`src/rtl/gimbal_angle_to_servo_pulse_macros.svh`:
```
// Assertion macros for the gimbal angle to servo pulse block.
// Used by the top level; no other dependencies.
`ifndef GIMBAL_ANGLE_TO_SERVO_PULSE_MACROS_SVH
`define GIMBAL_ANGLE_TO_SERVO_PULSE_MACROS_SVH

// combinational or sequence property under clock and reset
`define GASP_ASSERT(label, clk, rst, prop, msg) \
   label: assert property (@(posedge clk) disable iff (rst) prop) else $error(msg);

// cond holds, then prop holds in the next cycle
`define GASP_ASSERT_NEXT(label, clk, rst, cond, prop, msg) \
   label: assert property (@(posedge clk) disable iff (rst) (cond) |=> (prop)) else $error(msg);

`endif

```
`src/rtl/gasp_pkg.sv`:
```
// Shared types and constants for the gimbal angle to servo pulse block.
// No dependencies.
package gasp_pkg;

   localparam int PULSE_MAX_DEFAULT = 19999;

   localparam int ANGLE_W = 16;
   localparam int PULSE_W = 15;
   localparam int QUOT_W  = 15;
   localparam int PROD_W  = 2 * QUOT_W;

   localparam int DIV_STEPS   = 3;
   localparam int DIV_STAGES  = QUOT_W / DIV_STEPS;
   localparam int PIPE_STAGES = DIV_STAGES + 3;

   typedef enum logic [2:0] {
      CSR_YAW_LIMIT        = 3'd0,
      CSR_PITCH_LIMIT      = 3'd1,
      CSR_REVERSE_FLAGS    = 3'd2,
      CSR_YAW_PULSE_MIN    = 3'd3,
      CSR_YAW_PULSE_CENTER = 3'd4,
      CSR_YAW_PULSE_MAX    = 3'd5,
      CSR_PITCH_PULSE_MIN  = 3'd6,
      CSR_PITCH_PULSE_MAX  = 3'd7
   } csr_index_type;

endpackage

```
`src/rtl/gasp_div_pipe.sv`:
```
// Pipelined restoring divider: 30 bit dividend by 15 bit divisor, quotient
// known to fit 15 bits. Depends on gasp_pkg.
module gasp_div_pipe (
   input  logic                             clock,
   input  logic [gasp_pkg::DIV_STAGES-1:0]  stage_en,
   input  logic [gasp_pkg::PROD_W-1:0]      dividend,
   input  logic                             neg_in,
   input  logic [gasp_pkg::QUOT_W-1:0]      divisor,
   output logic [gasp_pkg::QUOT_W-1:0]      quotient,
   output logic                             neg_out
);
   import gasp_pkg::*;

   // acc holds {partial remainder, remaining dividend bits / quotient bits}
   logic [PROD_W-1:0] acc_ff [DIV_STAGES];
   logic [PROD_W-1:0] acc_in [DIV_STAGES];
   logic              neg_ff [DIV_STAGES];

   function automatic logic [PROD_W-1:0] div_steps(input logic [PROD_W-1:0] acc,
                                                   input logic [QUOT_W-1:0] d);
      logic [PROD_W-1:0] a;
      logic [QUOT_W:0]   t;
      logic [QUOT_W:0]   r;
      int                s;
      a = acc;
      for (s = 0; s < DIV_STEPS; s++) begin
         t = a[PROD_W-1:QUOT_W-1];
         r = t - {1'b0, d};
         if (t >= {1'b0, d}) begin
            a = {r[QUOT_W-1:0], a[QUOT_W-2:0], 1'b1};
         end else begin
            a = {t[QUOT_W-1:0], a[QUOT_W-2:0], 1'b0};
         end
      end
      return a;
   endfunction

   always_comb begin
      for (int i = 0; i < DIV_STAGES; i++) begin
         if (i == 0) begin
            acc_in[i] = div_steps(dividend, divisor);
         end else begin
            acc_in[i] = div_steps(acc_ff[i-1], divisor);
         end
      end
   end

   always_ff @(posedge clock) begin
      for (int i = 0; i < DIV_STAGES; i++) begin
         if (stage_en[i]) begin
            acc_ff[i] <= acc_in[i];
            neg_ff[i] <= (i == 0) ? neg_in : neg_ff[i-1];
         end
      end
   end

   assign quotient = acc_ff[DIV_STAGES-1][QUOT_W-1:0];
   assign neg_out  = neg_ff[DIV_STAGES-1];

endmodule

```
`src/rtl/gimbal_angle_to_servo_pulse.sv`:
```
// Gimbal angle to servo pulse converter, top level.
// Depends on gasp_pkg, gasp_div_pipe and gimbal_angle_to_servo_pulse_macros.svh.
//
// Usage:
//   req_* takes one word per angle pair: yaw and pitch in signed hundredths
//   of a degree. rsp_* returns one word per request with the two servo
//   compare values, saturated to 0..PULSE_MAX.
//   csr_* writes the limit, reverse and pulse registers by index; write only
//   while no request is in flight. csr_ready is always high.
// Pipeline: an accepted request passes clamp, multiply, five divider stages
//   of three quotient bits each, and the output register.
// Throughput: one word per cycle while rsp_tready is high; the pipeline holds up to 8 words.
// Stall: each stage advances when it is empty or the next one advances, so
//   bubbles fill while the output waits; req_tready drops only when every
//   stage is full and rsp_tready is low.
// Reset: clears all stage valid bits and loads the register defaults.
module gimbal_angle_to_servo_pulse #(
   parameter int PULSE_MAX = gasp_pkg::PULSE_MAX_DEFAULT
) (
   input  logic                    clock,
   input  logic                    reset,
   input  logic                    req_tvalid,
   output logic                    req_tready,
   input  logic [31:0]             req_tdata,   // yaw_angle[15:0], pitch_angle[31:16]
   output logic                    rsp_tvalid,
   input  logic                    rsp_tready,
   output logic [31:0]             rsp_tdata,   // yaw_pulse[14:0], pitch_pulse[29:15], zero
   input  logic                    csr_valid,
   output logic                    csr_ready,
   input  gasp_pkg::csr_index_type csr_index,
   input  logic [14:0]             csr_data
);
   import gasp_pkg::*;

   `include "gimbal_angle_to_servo_pulse_macros.svh"

   localparam int S_OUT = PIPE_STAGES - 1;
   localparam logic signed [17:0] PULSE_MAX_S = 18'(PULSE_MAX);

   // registers
   logic [14:0] ylim_ff, plim_ff, ymin_ff, ycen_ff, ymax_ff, pmin_ff, pmax_ff;
   logic [1:0]  rev_ff;

   // pipeline control
   logic [PIPE_STAGES-1:0] valid_ff;
   logic [PIPE_STAGES-1:0] en;

   // stage 0: clamped magnitudes
   logic [QUOT_W-1:0] yang_ff, yspan_ff, pang_ff, pspan_ff;
   logic              yneg0_ff, pneg0_ff;
   logic [QUOT_W-1:0] yang_in, yspan_in, pang_in, pspan_in;
   logic              yneg0_in, pneg0_in;

   // stage 1: products
   logic [PROD_W-1:0] yprod_ff, pprod_ff;
   logic              yneg1_ff, pneg1_ff;

   // divider outputs
   logic [QUOT_W-1:0] yquot, pquot, ydiv, pdiv;
   logic              yneg2, pneg2;

   // output stage
   logic [PULSE_W-1:0] ypulse_ff, ppulse_ff, ypulse_in, ppulse_in;

   assign csr_ready = 1'b1;

   always_ff @(posedge clock) begin
      if (reset) begin
         ylim_ff <= 15'd18000;
         plim_ff <= 15'd9000;
         rev_ff  <= 2'd0;
         ymin_ff <= 15'd1000;
         ycen_ff <= 15'd1500;
         ymax_ff <= 15'd2000;
         pmin_ff <= 15'd1000;
         pmax_ff <= 15'd2000;
      end else if (csr_valid) begin
         unique case (csr_index)
            CSR_YAW_LIMIT:        ylim_ff <= csr_data;
            CSR_PITCH_LIMIT:      plim_ff <= csr_data;
            CSR_REVERSE_FLAGS:    rev_ff  <= csr_data[1:0];
            CSR_YAW_PULSE_MIN:    ymin_ff <= csr_data;
            CSR_YAW_PULSE_CENTER: ycen_ff <= csr_data;
            CSR_YAW_PULSE_MAX:    ymax_ff <= csr_data;
            CSR_PITCH_PULSE_MIN:  pmin_ff <= csr_data;
            CSR_PITCH_PULSE_MAX:  pmax_ff <= csr_data;
         endcase
      end
   end

   // stage enables
   always_comb begin
      en[S_OUT] = !valid_ff[S_OUT] || rsp_tready;
      for (int i = S_OUT - 1; i >= 0; i--) begin
         en[i] = !valid_ff[i] || en[i+1];
      end
   end

   assign req_tready = en[0];

   always_ff @(posedge clock) begin
      if (reset) begin
         valid_ff <= '0;
      end else begin
         for (int i = 0; i < PIPE_STAGES; i++) begin
            if (en[i]) begin
               valid_ff[i] <= (i == 0) ? req_tvalid : valid_ff[i-1];
            end
         end
      end
   end

   // stage 0: clamp, reverse, span select, magnitudes and signs
   always_comb begin
      logic signed [16:0] yaw_s, pit_s, ylim_s, plim_s, ycl, pcl, ysp, psp, yabs, pabs;
      yaw_s  = {req_tdata[15], req_tdata[15:0]};
      pit_s  = {req_tdata[31], req_tdata[31:16]};
      ylim_s = {2'b00, ylim_ff};
      plim_s = {2'b00, plim_ff};
      ycl = yaw_s;
      if (yaw_s > ylim_s) begin
         ycl = ylim_s;
      end else if (yaw_s < -ylim_s) begin
         ycl = -ylim_s;
      end
      if (rev_ff[0]) begin
         ycl = -ycl;
      end
      if (ycl > 17'sd0) begin
         ysp = $signed({2'b00, ymax_ff}) - $signed({2'b00, ycen_ff});
      end else begin
         ysp = $signed({2'b00, ycen_ff}) - $signed({2'b00, ymin_ff});
      end
      pcl = pit_s;
      if (pit_s < 17'sd0) begin
         pcl = 17'sd0;
      end else if (pit_s > plim_s) begin
         pcl = plim_s;
      end
      psp  = $signed({2'b00, pmax_ff}) - $signed({2'b00, pmin_ff});
      yabs = ycl[16] ? -ycl : ycl;
      pabs = psp[16] ? -psp : psp;
      yang_in  = yabs[QUOT_W-1:0];
      yspan_in = ysp[16] ? 15'(-ysp) : ysp[QUOT_W-1:0];
      yneg0_in = ycl[16] ^ ysp[16];
      pang_in  = pcl[QUOT_W-1:0];
      pspan_in = pabs[QUOT_W-1:0];
      pneg0_in = psp[16];
   end

   always_ff @(posedge clock) begin
      if (en[0]) begin
         yang_ff  <= yang_in;
         yspan_ff <= yspan_in;
         yneg0_ff <= yneg0_in;
         pang_ff  <= pang_in;
         pspan_ff <= pspan_in;
         pneg0_ff <= pneg0_in;
      end
      if (en[1]) begin
         yprod_ff <= PROD_W'(yang_ff) * PROD_W'(yspan_ff);
         pprod_ff <= PROD_W'(pang_ff) * PROD_W'(pspan_ff);
         yneg1_ff <= yneg0_ff;
         pneg1_ff <= pneg0_ff;
      end
   end

   // zero limit means a zero product; divide by one keeps the quotient zero
   assign ydiv = (ylim_ff == '0) ? QUOT_W'(1) : ylim_ff;
   assign pdiv = (plim_ff == '0) ? QUOT_W'(1) : plim_ff;

   gasp_div_pipe u_yaw_div (
      .clock    (clock),
      .stage_en (en[DIV_STAGES+1:2]),
      .dividend (yprod_ff),
      .neg_in   (yneg1_ff),
      .divisor  (ydiv),
      .quotient (yquot),
      .neg_out  (yneg2)
   );

   gasp_div_pipe u_pitch_div (
      .clock    (clock),
      .stage_en (en[DIV_STAGES+1:2]),
      .dividend (pprod_ff),
      .neg_in   (pneg1_ff),
      .divisor  (pdiv),
      .quotient (pquot),
      .neg_out  (pneg2)
   );

   function automatic logic [PULSE_W-1:0] sat_pulse(input logic signed [17:0] v);
      logic signed [17:0] s;
      s = v;
      if (s < 18'sd0) begin
         s = 18'sd0;
      end else if (s > PULSE_MAX_S) begin
         s = PULSE_MAX_S;
      end
      return s[PULSE_W-1:0];
   endfunction

   always_comb begin
      logic signed [17:0] yterm, pterm, ybase, pbase;
      logic               pneg;
      yterm = yneg2 ? -$signed({3'b000, yquot}) : $signed({3'b000, yquot});
      ybase = $signed({3'b000, ycen_ff});
      pneg  = pneg2 ^ rev_ff[1];
      pterm = pneg ? -$signed({3'b000, pquot}) : $signed({3'b000, pquot});
      pbase = rev_ff[1] ? $signed({3'b000, pmax_ff}) : $signed({3'b000, pmin_ff});
      ypulse_in = sat_pulse(ybase + yterm);
      ppulse_in = sat_pulse(pbase + pterm);
   end

   always_ff @(posedge clock) begin
      if (en[S_OUT]) begin
         ypulse_ff <= ypulse_in;
         ppulse_ff <= ppulse_in;
      end
   end

   assign rsp_tvalid = valid_ff[S_OUT];
   assign rsp_tdata  = {2'b00, ppulse_ff, ypulse_ff};

   `GASP_ASSERT_NEXT(a_accept_fills, clock, reset, req_tvalid && req_tready, valid_ff[0], "accepted word not captured")
   `GASP_ASSERT(a_full_when_stalled, clock, reset, !req_tready |-> (&valid_ff), "input stalled with a bubble in the pipeline")
   `GASP_ASSERT(a_occupancy, clock, reset, $past(!reset) |-> ($countones(valid_ff) == $countones($past(valid_ff)) + $past(req_tvalid && req_tready) - $past(rsp_tvalid && rsp_tready)), "word lost or duplicated")

endmodule
```
`config.mk`:
```
export PLATFORM = sky130hd
export DESIGN_NAME = gimbal_angle_to_servo_pulse
export DESIGN_NICKNAME = d
export VERILOG_FILES = /design/src/rtl/gasp_pkg.sv /design/src/rtl/gasp_div_pipe.sv /design/src/rtl/gimbal_angle_to_servo_pulse.sv
export VERILOG_INCLUDE_DIRS = /design/src /design/src/rtl
export SDC_FILE = /design/constraint.sdc
export NUM_CORES = 2
export LEC_CHECK = 0
export BUFFER_PORTS_ARGS = -buffer_cell sky130_fd_sc_hd__buf_2
export CAP_MARGIN = 0
export CORE_ASPECT_RATIO = 0.6
export CORE_MARGIN = 4
export CORE_UTILIZATION = 53
export CTS_CLUSTER_SIZE = 25
export DETAILED_ROUTE_END_ITERATION = 7
export GPL_TIMING_DRIVEN = 0
export HOLD_SLACK_MARGIN = 0.1
export MAX_ROUTING_LAYER = met4
export PLACE_DENSITY = 0.69
export SLEW_MARGIN = 20
export SYNTH_ARGS = -nofsm -noshare
export SYNTH_HDL_FRONTEND = slang
export SYNTH_HIERARCHICAL = 1
export SYNTH_SLANG_ARGS = --single-unit
```
`constraint.sdc`:
```
create_clock -name clock -period 31 [get_ports clock]
set_clock_uncertainty 0.15 [all_clocks]
set_input_delay 0 -clock clock [delete_from_list [all_inputs] [get_ports clock]]
set_output_delay 0 -clock clock [all_outputs]
set_load 0.005 [all_outputs]
```
== Yosys cells after proc, flatten, opt, wreduce, memory -nomap -nowiden ==
Memory sizes are Yosys's and may differ from the RTL's.
Cells that the tools add are included.
Word-level totals
  register bits: 269
  bits in writable memories: 310
  output and inout port bits: 35
  word-level logic and storage cells: 210
  memories: 4
Cells by class
  add/sub/neg operators: 42
  multipliers: 2
  magnitude comparators: 39
  eq/ne operators: 7
  mux-type cells: 55
  bitwise gates (word level): 2
  reduce and logical (&&, ||, !) cells: 29
Memories
  u_pitch_div.acc_ff: words 5, width 30, rd ports 5, clocked after memory_dff 0, write ports 5, line gasp_div_pipe.sv:15  | logic [PROD_W-1:0] acc_ff [DIV_STAGES];
  u_yaw_div.acc_ff: words 5, width 30, rd ports 5, clocked after memory_dff 0, write ports 5, line gasp_div_pipe.sv:15
  u_pitch_div.neg_ff: words 5, width 1, rd ports 5, clocked after memory_dff 0, write ports 5, line gasp_div_pipe.sv:17  | logic neg_ff [DIV_STAGES];
  u_yaw_div.neg_ff: words 5, width 1, rd ports 5, clocked after memory_dff 0, write ports 5, line gasp_div_pipe.sv:17
Operator list (number)
  two-way mux 30 bit: 30
  greater-or-equal comparator 16 x 15 -> 1 bit: 30
  subtractor 15 bit: 30
  two-way mux 15 bit: 9
  two-way mux 17 bit: 4
  multiplier 15 x 15 -> 30 bit: 2
  subtractor 15 x 15 -> 16 bit: 3
  negator 15 bit: 3
  adder 16 x 18 -> 18 bit: 2
  > comparator 18 x 16 -> 1 bit, second input constant: 2
  less-than comparator 18 x 1 -> 1 bit, second input constant: 2
  two-way mux 18 bit: 2
  negator 15 -> 18 bit: 2
  > comparator 16 bit: 2
  zero test 15 bit: 2
  > comparator 17 x 1 -> 1 bit, second input constant: 1
  less-than comparator 16 x 17 -> 1 bit: 1
  negator 15 -> 17 bit: 1
  negator 17 bit: 1
  less-than comparator 16 x 1 -> 1 bit, second input constant: 1
  AND reduction 2 bit: 8
  == test 3 bit, second input constant: 4
  two-way mux 1 bit: 10
  zero test 1 bit: 8
  6 further kinds: 16

== Logic depth before layout (Yosys ltp) ==
  depth in word-level cells: 10
  gate-level depth with buffers: 43

== Hierarchy ==
The synthesis kept the hierarchy.
Modules (own cells, without submodules)
  gimbal_angle_to_servo_pulse: times used 1, cells each 3442, area an instance 30639.4 um^2, seq. area each 6926.6 um^2
  gasp_div_pipe (u_yaw_div): times used 1, cells each 1837, area an instance 16678.5 um^2, seq. area each 4204.0 um^2
  gasp_div_pipe (u_pitch_div): times used 1, cells each 1837, area an instance 16594.7 um^2, seq. area each 4204.0 um^2

== Least setup slack after synthesis ==
OpenSTA, ideal clock, no wires.
  kind: reg2reg
  start: register ylim_ff[0]
  end: memory u_yaw_div/acc_ff[0][52] (netlist bit) (data pin)
  data arrival time: 10.207 ns
  data required time: 30.590 ns
  path slack: 20.383 ns
  cell stages (with the launch flop): 43
  buffers on the path: 5
  clock period less this slack: 10.617 ns
  cells stage by stage: dfxtp_1 -> inv_1 -> ha_1 -> or3b_2 -> or3_1 -> nand2b_1 -> nand2b_1 -> inv_1 -> nor2_1 -> inv_1 -> fa_1 -> a211oi_1 -> o21a_1 -> o21a_1 -> nor2_1 -> o21ai_1 -> and2_0 -> clkbuf_1 -> (+7 left out) -> nand2_1 -> a311o_1 -> a211oi_1 -> inv_2 -> clkbuf_1 -> mux2_2 -> ha_1 -> a21o_1 -> a21o_1 -> a21o_1 -> or3_1 -> o211ai_1 -> a21oi_1 -> or3_1 -> a221o_1 -> buf_2 -> buf_2 -> mux2_2
RTL lines
  from (decl): line gimbal_angle_to_servo_pulse.sv:41  | logic [14:0] ylim_ff, plim_ff, ymin_ff, ycen_ff, ymax_ff, pmin_ff, pmax_ff;
  from (signal assigned): line gimbal_angle_to_servo_pulse.sv:79  | CSR_YAW_LIMIT: ylim_ff <= csr_data;
  to (decl): line gasp_div_pipe.sv:15

==> impl_metrics.py <==
metrics = {
    "placed_design": {
        "placed_area_um2": 66570,
        "port_buffers": 81,
        "place.gp.congestion": 0.9758,
        "dpl.hpwl_um": 144100,
    },
    "finish": {
        "nets": 8540,
        "stdcell_area_um2": 69360,
        "areaGrowthSynthToFinish_pct": 8.516,
        "final_layout_size_suffix_gt1_share_pct": 7.636,
        "n_fill_cell": 10540,
        "seq_area_um2": 15330,
        "multiInputGateArea_um2": 44920,
    },
    "timing": {
        "fin_crit_sh_pct": 43.98,
        "setup_tns_ns": 0,
        "setup_viol": 0,
        "tightest_slew_ns": 1.134,
        "hold_slack_ns": 0.1663,
        "finalHoldViolCount": 0,
        "report.final.slew_viol_count": 0,
        "rsz0062_at_grt": "no",
        "period_needed_ns": 13.63,
        "maxSlewHeadroom_pct": 23.91,
        "clock.fmax_mhz": 73.35,
    },
    "floorplanning": {
        "rows": 98,
        "io_pins": 90,
        "dieArea_um2": 126400,
        "core_area_um2": 119400,
        "die_h_um": 277.0,
        "die_w_um": 456.3,
        "start_util_pct": 53.51,
    },
    "logic_synthesis": {
        "syn-instance-count": 7116,
        "synthFlopType": "edfxtp_1",
        "synth_area_um2": 63910,
        "ys.warnings.count": 6,
        "synth_edf_count": 434,
        "synth-seq-cells": 549,
        "avgSynthCellArea_um2": 8.982,
        "yosysTopAreaCell": "edfxtp_1",
        "yosysTopAreaCellShare_pct": 20.39,
        "synth-async-reset-ratio_pct": 0,
        "ys_top_cells_by_area": "edfxtp_1, ha_1, fa_1, xnor2_1, nand2_1",
        "yosysSeqAreaShare_pct": 23.99,
        "ys_types": 108,
    },
    "global_route": {
        "grt_max_degree": 34,
        "grt_use_total_pct": 29.68,
        "first_global_vias": 51710,
        "grt-busiest-layer": "met1",
        "grt_util_met3_pct": 4.985,
        "globalRouteOverflowTotal": 0,
        "grt_first_pass_wirelength_um": 293200,
        "met2_usage_pct": 41.57,
        "grtUsageMet1_pct": 44.89,
        "antenna_found_initial": 4,
    },
    "critical_path": {
        "cpPeakStageDelay_ns": 0.79,
        "worst-path-buf-inv": 12,
        "crit_path_max_fanout": 20,
        "critical_path_class": "flip-flop to flip-flop",
        "path_common_cell": "inv_1",
        "crit_family": "compound AO/OA/AOI/OAI gates",
        "endpoint_kind": "flip-flop",
        "cp_slowest_cell": "fa_1",
        "worst_setup_path_start_kind": "flip-flop",
        "worstPathRequired_ns": 31.25,
        "arrival_ns": 13.88,
    },
    "routing": {
        "ant_nets": 0,
        "avgViaCountPerCell": 5.993,
        "routed_wl_um": 184400,
        "route.detailed.drc": 1,
        "routed-via-count": 53950,
        "wire_per_inst_um": 20.48,
        "firstDrtPassIters": 8,
        "drtIter0Drc": 5189,
    },
    "clock_tree": {
        "cts.sinks": 549,
        "cts_buffers": 57,
        "cts.clk_slew.worst_paths_ns": 0.07,
        "clockBufferDepth": 3,
        "cts_max_level": 2,
        "cts_root_buf": "clkbuf_16",
        "cts_tree": "yes",
        "clk_latency_ns": 0.68,
        "ctsResizeCount": 0,
    },
    "status": {
        "violations": "design-rule violations",
        "outcome": "complete, but fails checks",
    },
    "min_path": {
        "hold_class": "input pin to flip-flop",
    },
    "flow_run": {
        "max_cap_viol_count": 0,
    },
}
==> Yosys cell counts (115+ instances only) <==
cell type	number
fa_1	367
clkbuf_1	163
edfxtp_1	434
ha_1	765
and2_1	208
a21o_1	155
nor3_1	132
mux2_2	198
nor2_1	430
inv_1	690
nand2_1	801
xor2_1	121
xnor2_1	358
a21oi_1	490
dfxtp_1	115
o21ai_0	358
==> registers in the layout, summed over array words and instances, names as in the netlist, 2 cells and up <==
signal / count
u_pitch_div/acc_ff: 135
u_yaw_div/acc_ff: 135
pprod_ff: 30
yprod_ff: 30
pang_ff: 15
plim_ff: 15
pmax_ff: 15
pmin_ff: 15
ppulse_ff: 15
pspan_ff: 15
yang_ff: 15
ycen_ff: 15
ylim_ff: 15
ymax_ff: 15
ymin_ff: 15
ypulse_ff: 15
yspan_ff: 15
valid_ff: 8
u_pitch_div/neg_ff: 5
u_yaw_div/neg_ff: 5
rev_ff: 2
==> per-stage QoR <==
step | cells | util, % | setup slack, ns
2_1_floorplan | 7117 | - | 20.38
3_3_place_gp | 8798 | 55.53 | 16.78
3_5_place_dp | 8811 | 55.74 | 18.11
4_1_cts | 8999 | 58.07 | 18.05
5_1_grt | 9000 | 58.07 | 16.33
6_report | 9001 | 58.07 | 17.37
==> repair_timing <==
item	in CTS	in global routing
setup endpoints to repair	0	0
buffers inserted	0	0
hold buffers	83	0
hold endpoints to repair	136	0
==> layout by cell type (no fill, tap or decap), drive strengths merged, types with 132 or more instances in the layout <==
cell    count
edfxtp    434
and2      210
xnor2     358
clkbuf    233
buf       163
inv       703
o21ai     363
a21o      155
fa        367
nand2     801
ha        765
mux2      206
nor2      430
nor3      132
a21oi     494
==> worst paths after layout <==
kind	endpoint	slack (ns)	cells past startpoint	startpoint
setup / recovery	u_yaw_div/acc_ff[0][56]	17.37	44	ylim_ff[0]
hold / removal	ylim_ff[11]	0.17	4	csr_data[11]
setup reg to reg	u_yaw_div/acc_ff[0][56]	17.37	44	ylim_ff[0]
hold reg to reg	u_yaw_div/acc_ff[0][73]	0.26	0	u_yaw_div/acc_ff[0][40]
==> cell type report <==
class,count,share of cell area (%)
clock buffers,68,2.235
diodes,2,0.007216
plain buffers,234,1.557
flip-flops and latches,549,22.11
repair buffers,177,2.091
clock inverters,37,0.5701
inverters,698,3.781
multi-input cells,5636,64.76
well taps,1600,2.886
==> logic make-up (layout without fill, tap and decap cells) <==
| kind of cell | Yosys count | count (layout) | synth area share (%) |
|---|---|---|---|
| mux | 284 | 284 | 4.892 |
| buf+inv | 932 | 1214 | 5.787 |
| simple gates | 2135 | 2135 | 16.01 |
| other cells | 2 | 5 | 0.01175 |
| fa+ha+maj | 1132 | 1132 | 26.47 |
| flops | 549 | 549 | 23.99 |
| compound gates | 1603 | 1603 | 16.27 |
| xor+xnor | 479 | 479 | 6.564 |
==> worst register-to-register path: cells and delay by family (launching register included) <==
kind / cells / cell delay, ns
buffers and inverters: 12 / 3.13
AO/OA/AOI/OAI: 14 / 4.42
multiplexers: 3 / 1.04
AND/OR/NAND/NOR: 11 / 2.57
adder cells (fa/ha/maj): 4 / 1.61
flip-flops: 1 / 0.47
==> metal layers <==
metal  part of all wire (%)  vias up
met1                     48    26040
met5                      0        -
met4                    1.9        0
met3                    9.2      255
met2                     40     2140
li1                       -    25510
Power is not shown: default switching activity piles up to over one toggle a cycle in this logic, so the estimate is an artifact.
